==> src/qrv_pkg.sv <==
// Shared types and constants for the quaternion vector rotation pipeline.
// No dependencies; every module of the block imports this package.
`default_nettype none

package qrv_pkg;

    localparam int NUM_AXES  = 3;
    localparam int NUM_QUAT  = 4;
    localparam int NUM_COEF  = 9;

    // Quaternion component positions
    localparam int Q_R = 0;
    localparam int Q_I = 1;
    localparam int Q_J = 2;
    localparam int Q_K = 3;

    // Vector axis positions
    localparam int AX_X = 0;
    localparam int AX_Y = 1;
    localparam int AX_Z = 2;

    // Coefficients come in rows of three, one row per output axis: the diagonal
    // term first, then the two cross terms. This is the vector axis each one scales.
    localparam int COEF_VEC [NUM_COEF] = '{AX_X, AX_Y, AX_Z,
                                           AX_Y, AX_X, AX_Z,
                                           AX_Z, AX_X, AX_Y};

    // Pipeline control handed to each compute stage module
    typedef struct packed {
        logic en;
        logic valid;
    } pipe_ctl_t;

endpackage

`default_nettype wire

==> src/qrv_outbuf.sv <==
// Output register with a one-entry skid stage; the pipeline advances whenever
// the skid stage is empty. Uses qrv_pkg.
`default_nettype none

module qrv_outbuf #(
    parameter int COORD_WIDTH = 16
) (
    input  logic                          clk,
    input  logic                          rst_n,
    input  logic                          in_valid,
    input  logic signed [COORD_WIDTH-1:0] in_rot [qrv_pkg::NUM_AXES],
    input  logic                          in_overflow,
    output logic                          advance,
    output logic                          out_valid,
    input  logic                          out_ready,
    output logic signed [COORD_WIDTH-1:0] out_rot [qrv_pkg::NUM_AXES],
    output logic                          out_overflow
);

    import qrv_pkg::*;

    logic                          out_valid_reg;
    logic                          skid_valid_reg;
    logic signed [COORD_WIDTH-1:0] out_rot_reg  [NUM_AXES];
    logic                          out_ovf_reg;
    logic signed [COORD_WIDTH-1:0] skid_rot_reg [NUM_AXES];
    logic                          skid_ovf_reg;
    logic                          out_free;

    assign out_free = !out_valid_reg || out_ready;

    always_ff @(posedge clk or negedge rst_n)
    begin
        if (!rst_n)
        begin
            out_valid_reg  <= 1'b0;
            skid_valid_reg <= 1'b0;
        end
        else if (!skid_valid_reg)
        begin
            if (out_free)
            begin
                out_valid_reg <= in_valid;
            end
            else if (in_valid)
            begin
                skid_valid_reg <= 1'b1;
            end
        end
        else if (out_ready)
        begin
            // drain the skid entry into the output register
            skid_valid_reg <= 1'b0;
        end
    end

    always_ff @(posedge clk)
    begin
        if (!skid_valid_reg)
        begin
            if (out_free)
            begin
                out_rot_reg <= in_rot;
                out_ovf_reg <= in_overflow;
            end
            else
            begin
                skid_rot_reg <= in_rot;
                skid_ovf_reg <= in_overflow;
            end
        end
        else if (out_ready)
        begin
            out_rot_reg <= skid_rot_reg;
            out_ovf_reg <= skid_ovf_reg;
        end
    end

    assign advance      = !skid_valid_reg;
    assign out_valid    = out_valid_reg;
    assign out_rot      = out_rot_reg;
    assign out_overflow = out_ovf_reg;

endmodule

`default_nettype wire

==> config.mk <==
export PLATFORM = sky130hd
export DESIGN_NAME = qrv_outbuf
export DESIGN_NICKNAME = d
export VERILOG_FILES = /design/src/qrv_pkg.sv /design/src/qrv_outbuf.sv
export SDC_FILE = /design/constraint.sdc
export NUM_CORES = 1
export LEC_CHECK = 0
export ABC_CLOCK_PERIOD_IN_PS = 10700
export BUFFER_PORTS_ARGS = -buffer_cell sky130_fd_sc_hd__buf_4
export CAP_MARGIN = 10
export CORE_UTILIZATION = 55
export DETAILED_ROUTE_END_ITERATION = 6
export PLACE_DENSITY = 0.84
export SLEW_MARGIN = 20
export SYNTH_ARGS = -nofsm -noshare
export SYNTH_HDL_FRONTEND = slang
export SYNTH_SLANG_ARGS = --single-unit
==> constraint.sdc <==
create_clock -name clk -period 10.7 [get_ports clk]
set_clock_uncertainty 0.1 [all_clocks]
set_input_delay 2.14 -clock clk [delete_from_list [all_inputs] [get_ports clk]]
set_output_delay 2.14 -clock clk [all_outputs]
set_load 0.01 [all_outputs]
==> Yosys cells after proc, flatten, opt, wreduce, memory -nomap -nowiden <==
Cells that the tools add are included.
{ "classes": {"div_mod_pow": 0, "n_mul": 0, "shifts": 0, "reduce_logical": 7, "add_sub_neg": 0, "bitwise_logic": 2, "n_eq_ne": 1, "order_cmp": 0, "muxes": 10} }
{ "ops": {"columns": ["operator", "count"], "rows": [
  ["2-to-1 mux 48 bit", 3],
  ["2-to-1 mux 1 bit", 7],
  ["AND reduction 2 bit", 3],
  ["logical NOT 1 bit", 2],
  ["!= test 2 bit (second input constant)", 1],
  ["inverter 1 bit", 2],
  ["nonzero test 2 bit", 1],
  ["logical OR 1 bit", 1]
]} }
{ "word_totals": {"n_memories": 0, "ram_bits": 0, "in_bits": 53, "mem_bits_ro": 0, "regBits": 100, "latch_bits": 0, "elab_cells": 30, "output_inout_bits": 51} }

==> Depth between registers and ports, before layout <==
{ "logic_depth": {"ltp_word": 4, "mapped_depth": 4} }

==> Least setup slack after synthesis <==
OpenSTA, ideal clock, no wires.
{ "synth_timing": {"path_type": "input port to flip-flop", "startpoint": "in out_ready", "endpoint": "reg skid_ovf_reg, enable pin", "stages": 1, "path_buffers": 0, "setup_ns": 0.526, "arrival_time_ns": 5.727, "path_slack_ns": 4.347, "t_required_ns": 10.074, "cell_sequence": "nor3b_1"} }
{ "synth_via": {"elab_chain_cells": 3} }
{ "synth_lines": {"columns": ["item", "line_no", "source"], "rows": [
  ["start: declaration", "qrv_outbuf.sv:15", "input logic out_ready,"],
  ["logical OR 1 bit", "qrv_outbuf.sv:30", "assign out_free = !out_valid_reg || out_ready;"],
  ["inverter 1 bit (no line)", null, null],
  ["AND reduction 2 bit (no line)", null, null],
  ["end signal: assignment", "qrv_outbuf.sv:69", "skid_ovf_reg <= in_overflow;"],
  ["end: declaration", "qrv_outbuf.sv:27", "logic skid_ovf_reg;"]
]} }
Every way passes these cells.
A chain may end at the register's enable or synchronous reset.

==> Final worst setup path <==
{ "layout_timing": {"startpoint": "reg skid_valid_reg", "endpoint": "out advance"} }
{ "layout_via": {"elab_chain_cells": 1} }
{ "layout_lines": {"columns": ["item", "line_no", "source"], "rows": [
  ["start: declaration", "qrv_outbuf.sv:23", "logic skid_valid_reg;"],
  ["start signal: assignment", "qrv_outbuf.sv:37", "skid_valid_reg <= 1'b0;"],
  ["start signal: assignment", "qrv_outbuf.sv:47", "skid_valid_reg <= 1'b1;"],
  ["start signal: assignment", "qrv_outbuf.sv:53", "skid_valid_reg <= 1'b0;"],
  ["logical NOT 1 bit", "qrv_outbuf.sv:79", "assign advance = !skid_valid_reg;"],
  ["end: declaration", "qrv_outbuf.sv:13", "output logic advance,"]
]} }
Every way passes these cells.

==> results.yml <==
pwr:
  power.static_leakage_nw: 1.95
  max-vdd-ir-drop_v: 0.000106
  power_density_nw_per_um2: 176
clock_tree:
  postCtsSetupBuffers: 0
  clockRootBuffer: "sky130_fd_sc_hd__clkbuf_8"
  worst_setup_hold_path_clk_slew_ns: 0.10
  numClockSinks: 100
  worst_skew_pair.late_latency_ns: 0.34
  cts_hold_buf: 0
  post_cts_resize_count: 0
  cts_max_path_buffers: 2
  numCtsBuffers: 9
  h-tree-depth: 3
  tritoncts: "yes"
worst_setup_path:
  critPathLaunch: "skid_valid_reg$_DFF_PN0_"
  worst_ep_required_time_ns: 8.46
  critical_path.max_fanout: 54
  worst-path-buf-inv: 2
  timing.rr.start: "skid_valid_reg$_DFF_PN0_"
  count_of_cells_along_the_worst_register_to_register_path: 2
  crit_path_max_incr_delay_ns: 1.07
  path_cells: "inv_2 > buf_4"
  rr_endpoint: "out_rot[18]$_DFFE_PP_"
  register_to_register_path_setup_slack_ns: 8.28
  start_kind: "flip-flop"
  critical_path.endpoint_type: "output pin"
  critPathTopFamily: "flip-flops"
  worst_ep_arrival_time_ns: 1.67
  timing_worst_setup_path_type: "reg2out"
  timing.critical_path.slowest_stage_cell: "sky130_fd_sc_hd__dfrtp_4"
layout:
  post_route_insts_no_fill: 373
  finish.net_count: 325
  final_layout_size_suffix_gt1_share_pct: 63.2
  area_delta_synth_final_pct: 26.5
  final_util_pct: 72.1
  multi_input_comb_area_um2: 782
  insertedDiodeCount: 0
  layout.filler_cells: 424
  sequential_cell_area_um2: 3000
synthesis:
  synth_fp_nets: 215
  synth_seq_cells: 100
  synthesis.instances: 162
  syn_area_um2: 3870
  synth_warnings: 0
  mean_area_per_synthesized_cell_um2: 23.9
  ys_seq_area_share_pct: 77.3
  synthDistinctLibCells: 13
timing:
  timing.final.crit_period_ns: 3.91
  worst_slew_margin_rel_pct: 37.5
  timing.fmax_ghz: 0.256
  totalNegativeSetupSlack_ns: 0
  timing.final.crit_share_pct: 36.5
  worst_max_slew_pin_slew_ns: 0.937
  pins_over_slew_limit: 0
  final_hold_viol_count: 0
  rsz0062_at_grt: "false"
  setup-violations-final: 0
place:
  dp.final_hpwl_um: 4230
  place_congestion: 0.723
  dp.cells: 357
  portBuffers: 103
worst_hold_path:
  min_path_type: "reg2reg"
  hold_path_depth: 1
  min_delay_worst_endpoint: "out_rot[2]$_DFFE_PP_"
  worst_hold_startpoint: "skid_rot_reg[2]$_DFFE_PP_"
routing:
  met3RoutedLength_um: 384
  met1_wire_length_um: 2690
  firstDrtPassIters: 4
  top_layer: "met4"
  dr.first_iter.drc_count: 153
  final_routed_wire_length_divided_by_cell_count_um: 16.5
  post_drt_via_cell_ratio: 4.86
  num_vias: 1811
  antenna_violating_nets_post_route: 0
  drt_wl_total_um: 6160
  route.met2.wl_um: 3030
  detail_route.drc_violations: 0
die:
  fp.dieW_um: 85.9
  core-area_um2: 6790
  die_y_um: 85.9
  die_area_um2: 7380
  pin_count: 104
  start_util_pct: 57.0
  row_count: 30
global_route:
  grt-ovfl-total: 0
  grt_antenna_before_repair: 0
  grt.total_usage_pct: 17.5
  grt_first_pass_wirelength_um: 9450
  grt_pass1_vias: 1813
  pin_count_of_the_biggest_net_entering_global_routing: 55
flow_run:
  max-cap-violations: 0
run_status:
  status: "finished, final reports clean"
-- power breakdown --
group          switching, mW  leakage, nW  internal (mW)  total (mW)
clock                  0.131        0.102          0.112       0.243
combinational         0.0469        0.880         0.0725       0.119
sequential            0.0211        0.972          0.478       0.499
total                  0.199         1.95          0.663       0.861
-- worst reg2reg max path, delay by kind of cell, from the launching register on --
| kind | cells | cell delay (ns) |
|---|---|---|
| AO/OA/AOI/OAI | 1 | 0.70 |
| buffers and inverters | 1 | 0.46 |
| flip-flops | 1 | 0.83 |
-- cell usage in the layout (no fill, tap or decap), types with 3 or more instances in the layout --
master / n
sky130_fd_sc_hd__buf_4: 105
sky130_fd_sc_hd__clkbuf_8: 9
sky130_fd_sc_hd__mux2_4: 46
sky130_fd_sc_hd__clkinv_4: 3
sky130_fd_sc_hd__edfxtp_1: 98
sky130_fd_sc_hd__mux2_2: 3
-- metal layers --
metal / global-route usage [%] / vias up
li1: - / 858
met1: 23.9 / 881
met2: 26.5 / 68
met3: 5.87 / 4
met4: 6.36 / 0
met5: 0 / -
-- stage by stage --
step,worst slack [ns],area (um2),power (mW),hold WS (ns)
6_report,6.79,4900,0.861,0.449
5_1_grt,6.67,4900,0.898,0.466
4_1_cts,6.75,4900,0.872,0.453
3_5_place_dp,7.16,4690,0.630,0.435
3_3_place_gp,7.18,4690,0.625,0.430
2_1_floorplan,4.35,3870,0.573,0.423
-- cell usage after synthesis (all sizes together) --
cell type	count	area (um2)
buf	6	111
nand2b	1	8.76
a22o	1	8.76
nor2	1	3.75
o21bai	1	7.51
inv	1	3.75
edfxtp	98	2940
mux2	49	724
nor3b	1	7.51
dfrtp	2	50.1
a21oi	1	5.00
-- how the worst max path moves through the flow --
stage                                   endpoint  slack [ns]  cells after the start
after CTS                                advance        6.75                      2
final                                    advance        6.79                      2
after global routing                     advance        6.67                      2
after global placement                   advance        7.18                      2
after detailed placement                 advance        7.16                      2
after floorplan           skid_ovf_reg$_DFFE_PP_        4.35                      1
-- area by class of cell --
cell class	count	share of cell area [%]
well taps	96	2.45
repair buffers	105	16.1
inverters	1	0.0766
clock buffers	9	2.53
flip-flops and latches	100	61.2
multi-input cells	55	16.0
clock inverters	7	1.71
-- logic make-up after synthesis --
group                  synth area share [%]
DFF                                    77.3
and+or+nand+nor                       0.517
buffers and inverters                  2.97
AOI/OAI and AO/OA                     0.549
muxes                                  18.7
(Power assumes the default switching activity.)
