==> src/qrv_pkg.sv <==
// Shared types and constants for the quaternion vector rotation pipeline.
// No dependencies; every module of the block imports this package.
`default_nettype none

package qrv_pkg;

    localparam int NUM_AXES  = 3;
    localparam int NUM_QUAT  = 4;
    localparam int NUM_COEF  = 9;

    // Quaternion component positions
    localparam int Q_R = 0;
    localparam int Q_I = 1;
    localparam int Q_J = 2;
    localparam int Q_K = 3;

    // Vector axis positions
    localparam int AX_X = 0;
    localparam int AX_Y = 1;
    localparam int AX_Z = 2;

    // Coefficients come in rows of three, one row per output axis: the diagonal
    // term first, then the two cross terms. This is the vector axis each one scales.
    localparam int COEF_VEC [NUM_COEF] = '{AX_X, AX_Y, AX_Z,
                                           AX_Y, AX_X, AX_Z,
                                           AX_Z, AX_X, AX_Y};

    // Pipeline control handed to each compute stage module
    typedef struct packed {
        logic en;
        logic valid;
    } pipe_ctl_t;

endpackage

`default_nettype wire

==> src/qrv_round.sv <==
// Stage five: sum of the three terms per axis plus the rounding offset, then
// the shift back to vector scale and saturation on the way out. Uses qrv_pkg.
`default_nettype none

module qrv_round #(
    parameter int COORD_WIDTH    = 16,
    parameter int QUAT_FRAC_BITS = 14
) (
    input  logic                            clk,
    input  logic                            rst_n,
    input  qrv_pkg::pipe_ctl_t              ctl,
    input  logic signed [3*COORD_WIDTH+1:0] term [qrv_pkg::NUM_COEF],
    output logic                            valid,
    output logic signed [COORD_WIDTH-1:0]   rot [qrv_pkg::NUM_AXES],
    output logic                            overflow
);

    import qrv_pkg::*;

    localparam int SH  = 2 * QUAT_FRAC_BITS;
    localparam int SWA = 3 * COORD_WIDTH + 5;
    localparam int SWB = SH + 2;
    localparam int SW  = (SWA > SWB) ? SWA : SWB;

    localparam logic signed [SW-1:0] HALF     = {{(SW-1){1'b0}}, 1'b1} << (SH - 1);
    localparam logic signed [SW-1:0] SAT_HIGH =
        {{(SW-COORD_WIDTH+1){1'b0}}, {(COORD_WIDTH-1){1'b1}}};
    localparam logic signed [SW-1:0] SAT_LOW  =
        {{(SW-COORD_WIDTH+1){1'b1}}, {(COORD_WIDTH-1){1'b0}}};

    logic                valid_e_reg;
    logic signed [SW-1:0] sum_next [NUM_AXES];
    logic signed [SW-1:0] sum_reg  [NUM_AXES];
    logic signed [SW-1:0] rnd      [NUM_AXES];
    logic [NUM_AXES-1:0]  clip;

    // Cross terms carry the factor of two from the rotation formula
    always_comb
    begin
        for (int a = 0; a < NUM_AXES; a++)
        begin
            sum_next[a] = SW'(term[3*a]) + (SW'(term[3*a+1]) <<< 1)
                        + (SW'(term[3*a+2]) <<< 1) + HALF;
        end
    end

    always_comb
    begin
        for (int a = 0; a < NUM_AXES; a++)
        begin
            rnd[a] = sum_reg[a] >>> SH;
            if (rnd[a] > SAT_HIGH)
            begin
                rot[a]  = SAT_HIGH[COORD_WIDTH-1:0];
                clip[a] = 1'b1;
            end
            else if (rnd[a] < SAT_LOW)
            begin
                rot[a]  = SAT_LOW[COORD_WIDTH-1:0];
                clip[a] = 1'b1;
            end
            else
            begin
                rot[a]  = rnd[a][COORD_WIDTH-1:0];
                clip[a] = 1'b0;
            end
        end
    end

    always_ff @(posedge clk or negedge rst_n)
    begin
        if (!rst_n)
        begin
            valid_e_reg <= 1'b0;
        end
        else if (ctl.en)
        begin
            valid_e_reg <= ctl.valid;
        end
    end

    always_ff @(posedge clk)
    begin
        if (ctl.en)
        begin
            sum_reg <= sum_next;
        end
    end

    assign valid    = valid_e_reg;
    assign overflow = |clip;

endmodule

`default_nettype wire

==> config.mk <==
export PLATFORM = sky130hd
export DESIGN_NAME = qrv_round
export DESIGN_NICKNAME = d
export VERILOG_FILES = /design/src/qrv_pkg.sv /design/src/qrv_round.sv
export SDC_FILE = /design/constraint.sdc
export NUM_CORES = 1
export LEC_CHECK = 0
export BUFFER_PORTS_ARGS = -buffer_cell sky130_fd_sc_hd__buf_2
export CAP_MARGIN = 20
export CELL_PAD_IN_SITES_DETAIL_PLACEMENT = 1
export CELL_PAD_IN_SITES_GLOBAL_PLACEMENT = 1
export CORE_MARGIN = 1.5
export CORE_UTILIZATION = 31
export DETAILED_ROUTE_END_ITERATION = 6
export PLACE_DENSITY = 0.76
export RECOVER_POWER = 50
export SETUP_SLACK_MARGIN = 0.02
export SLEW_MARGIN = 0
export SYNTH_ARGS = -nofsm -noshare
export SYNTH_HDL_FRONTEND = slang
export SYNTH_SLANG_ARGS = --single-unit
==> constraint.sdc <==
create_clock -name clk -period 2.6 [get_ports clk]
set_input_delay 0.52 -clock clk [delete_from_list [all_inputs] [get_ports clk]]
set_output_delay 0.52 -clock clk [all_outputs]
set_load 0.05 [all_outputs]
# After elaboration in Yosys (flattened, before gate mapping)
# Cells that the tools add are included.
# Widths: inputs -> output; s select.
[totals]
regBits = 160
latch_bits = 0
ramBits = 0
mem_bits_ro = 0
in_bits = 454
out_inout_bits = 50
wordCells = 32
memories = 0
[classes]
addsub = 9
n_mul = 0
div = 0
magnitude_cmp = 6
n_eq_ne = 0
shift = 0
muxes = 12
n_bitwise = 0
reduce_logical = 1
[op_table]
columns = ["op", "count"]
rows = [
  ["$add 52x51->53", 3],
  ["$add 53x29->53 const B", 3],
  ["$add 50x51->52", 3],
  ["$mux 16", 6],
  ["$gt 25x16->1 const B", 3],
  ["$lt 25x16->1 const B", 3],
  ["$mux 1", 6],
  ["$reduce_or 3->1", 1],
]

# Logic depth before layout (Yosys ltp)
[logic_depth]
ltp_word = 4
depth_mapped = 16
mapped_depth_nobuf = 15

# Worst setup path before layout
# Ideal clock, no wire load.
[synth_timing]
path_type = "input to register"
from = "input port term[164] in the netlist's numbering"
to = "register sum_reg (netlist bit rnd[77]), data pin"
setup_time_ps = 260
arrival_time_ps = 3548
setup_slack_ps = -1208
stages = 14
path_cell_list = "inv_1 -> fa_1 -> inv_1 -> ha_1 -> ha_1 -> nand3_1 -> or4_1 -> a2111oi_2 -> o2111ai_2 -> a21oi_1 -> and4bb_4 -> nor3b_2 -> nor2_1 -> xor2_1"
[synth_rtl]
columns = ["element", "line", "text"]
rows = [
  ["from (decl)", "qrv_round.sv:12", "input logic signed [3*COORD_WIDTH+1:0] term [qrv_pkg::NUM_COEF],"],
  ["to (signal assigned)", "qrv_round.sv:86", "sum_reg <= sum_next;"],
  ["to (decl)", "qrv_round.sv:33", "logic signed [SW-1:0] sum_reg [NUM_AXES];"],
]

==> metrics.txt <==
largest family of logic cells by synthesized area=adder cells; global placement routability congestion=0.897; Reg-to-Reg End=valid; largest net degree at the start of global routing=50; CP max stage delay=0.56 ns; post-synthesis mux area share=0.0723%; routed len/inst=18.3 um; Clk pwr share=8.2%; remaining global-route overflow=0; Combinational Power Share=76.9%; Num CTS Buffers=9; Reg2Reg Setup Slack=1.85 ns; clock slew at reported path FFs=0.07 ns; Worst Setup End Kind=register; internal power=8100 uW; synth unique cells=76; run status=complete, but fails checks; Post-synth EDFFs=75; unrepaired setup endpoints after global routing=true; Post-Layout Cell Count=3304; top-area cell type share of the netlist area=23.6%; Post-Synth XOR/XNOR Area=3.60%; RR Startpoint=valid; Layout area overhead=55.3%; slowest CP cell=fa_1; Synth area leaders=ha_1, fa_1, inv_1; CTS tree=done; Synth Area in Compound Gates=15.4%; cells along the critical path=buf_2, inv_1, fa_1, inv_1, ha_1, ha_1, o21a_1, o211ai_1, buf_4, a2111oi_4, buf_4, o2111ai_4, buf_6, nand4_1, a21oi_4, nor3_2, a2111oi_2, xnor2_1; vias in the first global route=17508; I/O pin count=504; share of layout cells above drive strength 1=44.7%; Post-Synth Adder-Cell Area=42.5%; die width=227 um; fraction of registers with async set/reset=1.32%; # DRC=0; clock sinks=76; failing checks=capacitance limit, slew limit, setup timing; Post-Route Skew=0 ns; FILL cells=5831; synth cell count leaders=inv_1, ha_1, fa_1; syn nets=2718; gr usage total=21.1%; max-cap viol count=1; register area share after synthesis=14.6%; count of state elements after synthesis=76; Startpoint Class=input port; Hold EP=valid; Iter 0 DRT Violations=370; # rows=81; Syn. warnings=0; via/cell ratio=4.71; Final setup viols=101; worst-margin pin slew=1.96 ns; HP Start=ctl[0]; final worst path period share=152%; PD cells=623 nW/um^2; Leak Pwr=0.0134 uW; H-tree levels=3; Buffers on Ports=500; worst min path class=input port to register; Clock Tree Buf Depth=2; first-pass GRT wire length=85.7 mm; cell taking the most area after synthesis=ha_1; fin area=24200 sq um; final hold vios=0; Hold Path Depth=2; DP HPWL=46.5 mm; CP Data Required Time=2.69 ns; peak supply drop=0.000316 V; CP Max Fanout=3; Netlist Area Pre-Place=15600 sq um; nets@finish=3526; root buffer cell=clkbuf_16; post-synthesis simple-gate area fraction=7.58%; FF/Latch Area=2280 sq um; pins over their slew limit=29; Max-Slew Margin vs Limit=-30.5%; die area=51600 sq um; Period minus WS final=3.96 ns; core region area=49300 sq um; final WL=60.4 mm; Sw Ratio=46.3%; initial antenna violation count=8; Initial DRT Pass Iterations=5; Post-Syn Instances=1823; WS Path Type=input port to register; Post-Synthesis Mean Instance Area=8.54 sq um; Most used DFF post-synth=edfxtp_1; Multi-input gate area=13100 sq um; initial core utilization=31.6%; PnR worst setup slack=-1.36 ns; die height=227 um; clk_lat worst skew=0.36 ns; placed inst area=21300 sq um; most common cell in the synthesized netlist=inv_1; Tot Pwr=15100 uW; worst r2r path cells=1; critical path arrival=4.06 ns; via count=15560; switching power total=6980 uW; Placed Instances=3224; Reg power frac=15.0%; f_max=252 MHz; antenna-violating nets left=0
==> cell usage in the layout, fill, tap and decap left out, types with 10 or more instances in the layout <==
cell type	count
a21o_1	95
a21oi_1	54
a21oi_2	36
a21oi_4	11
buf_2	479
buf_4	271
buf_6	59
edfxtp_1	75
fa_1	144
ha_1	189
ha_4	99
inv_1	593
inv_2	49
nand2_1	37
nand3_1	17
nand4_1	24
nor2_1	43
nor2b_1	12
nor3_1	13
nor3_2	10
o21a_1	11
o21ai_0	22
o21ai_1	11
o21ai_2	12
xnor2_1	29
xnor2_2	10
xor2_1	21
==> sequential cells by signal, indices dropped and copies added (netlist names) <==
name and flops:
rnd 75, valid 1
==> layer usage <==
| layer | wire length, um | global-route usage (%) |
|---|---|---|
| met5 | 44 | 0 |
| met4 | 2260 | 6.17 |
| met3 | 2500 | 3.82 |
| met2 | 33600 | 41.9 |
| met1 | 22000 | 22.1 |
==> power by group through the flow <==
stage,clock (uW),combinational (uW),sequential (uW)
6_report,1230,11600,2260
5_1_grt,1310,12500,2300
4_1_cts,1270,10300,2230
3_5_place_dp,0,9230,2240
3_3_place_gp,0,8860,2230
2_1_floorplan,0,5630,2170
==> area by class of cell <==
class / count / area share, %
timing repair buffer: 815 / 21.4
tap: 664 / 3.44
clock inverter: 4 / 0.140
clock buffer: 12 / 0.978
antenna: 4 / 0.0414
sequential: 76 / 9.42
inverter: 653 / 10.4
multi-input combinational: 1076 / 54.2
==> logic make-up (layout without fill, tap and decap cells) <==
kind of cell	after synthesis	in the layout
AO/OA/AOI/OAI	342	342
XOR/XNOR	64	64
AND/OR/NAND/NOR	228	228
buffers and inverters	671	1484
multiplexers	1	1
adder cells (fa/ha/maj)	441	441
other	0	4
flip-flops	76	76
==> worst max path at each step <==
stage,start,end,slack (ns),depth (start not counted)
after floorplan,term[266],rnd[77],-1.09,14
after global placement,term[266],rnd[77],-1.54,15
after detailed placement,term[3],rnd[14],-1.61,16
after CTS,term[266],rnd[68],-1.09,17
after global routing,term[153],rnd[67],-1.42,18
final,term[170],rnd[67],-1.36,18
==> through the flow <==
| stage | setup TNS, ns | worst slack [ns] | utilization, % | hold slack [ns] |
|---|---|---|---|---|
| after floorplan | -57.61 | -1.09 | - | 0.224 |
| after global placement | -92.22 | -1.54 | 43.2 | 0.296 |
| after detailed placement | -97.14 | -1.61 | 43.2 | 0.296 |
| after CTS | -57.70 | -1.09 | 46.5 | 0.422 |
| after global routing | -86.28 | -1.42 | 49.1 | 0.431 |
| final | -67.78 | -1.36 | 49.1 | 0.453 |
==> critical path: cells and delay by family <==
family                     cells  cell delay, ns
and+or+nand+nor                2            0.23
adders and majority gates      3            1.19
AOI/OAI and AO/OA              6            1.29
xor gates and xnor gates       1            0.16
buffers and inverters          6            0.66
==> timing repair <==
| item | in CTS | in global routing |
|---|---|---|
| endpoints found under the hold margin | 1 | 0 |
| gates resized for setup | 206 | 189 |
| pin swaps | 110 | 145 |
| endpoints found under the setup margin | 76 | 91 |
| buffers inserted | 33 | 38 |
| hold buffers | 1 | 0 |
Note: power is estimated with default switching activity, not from simulation.
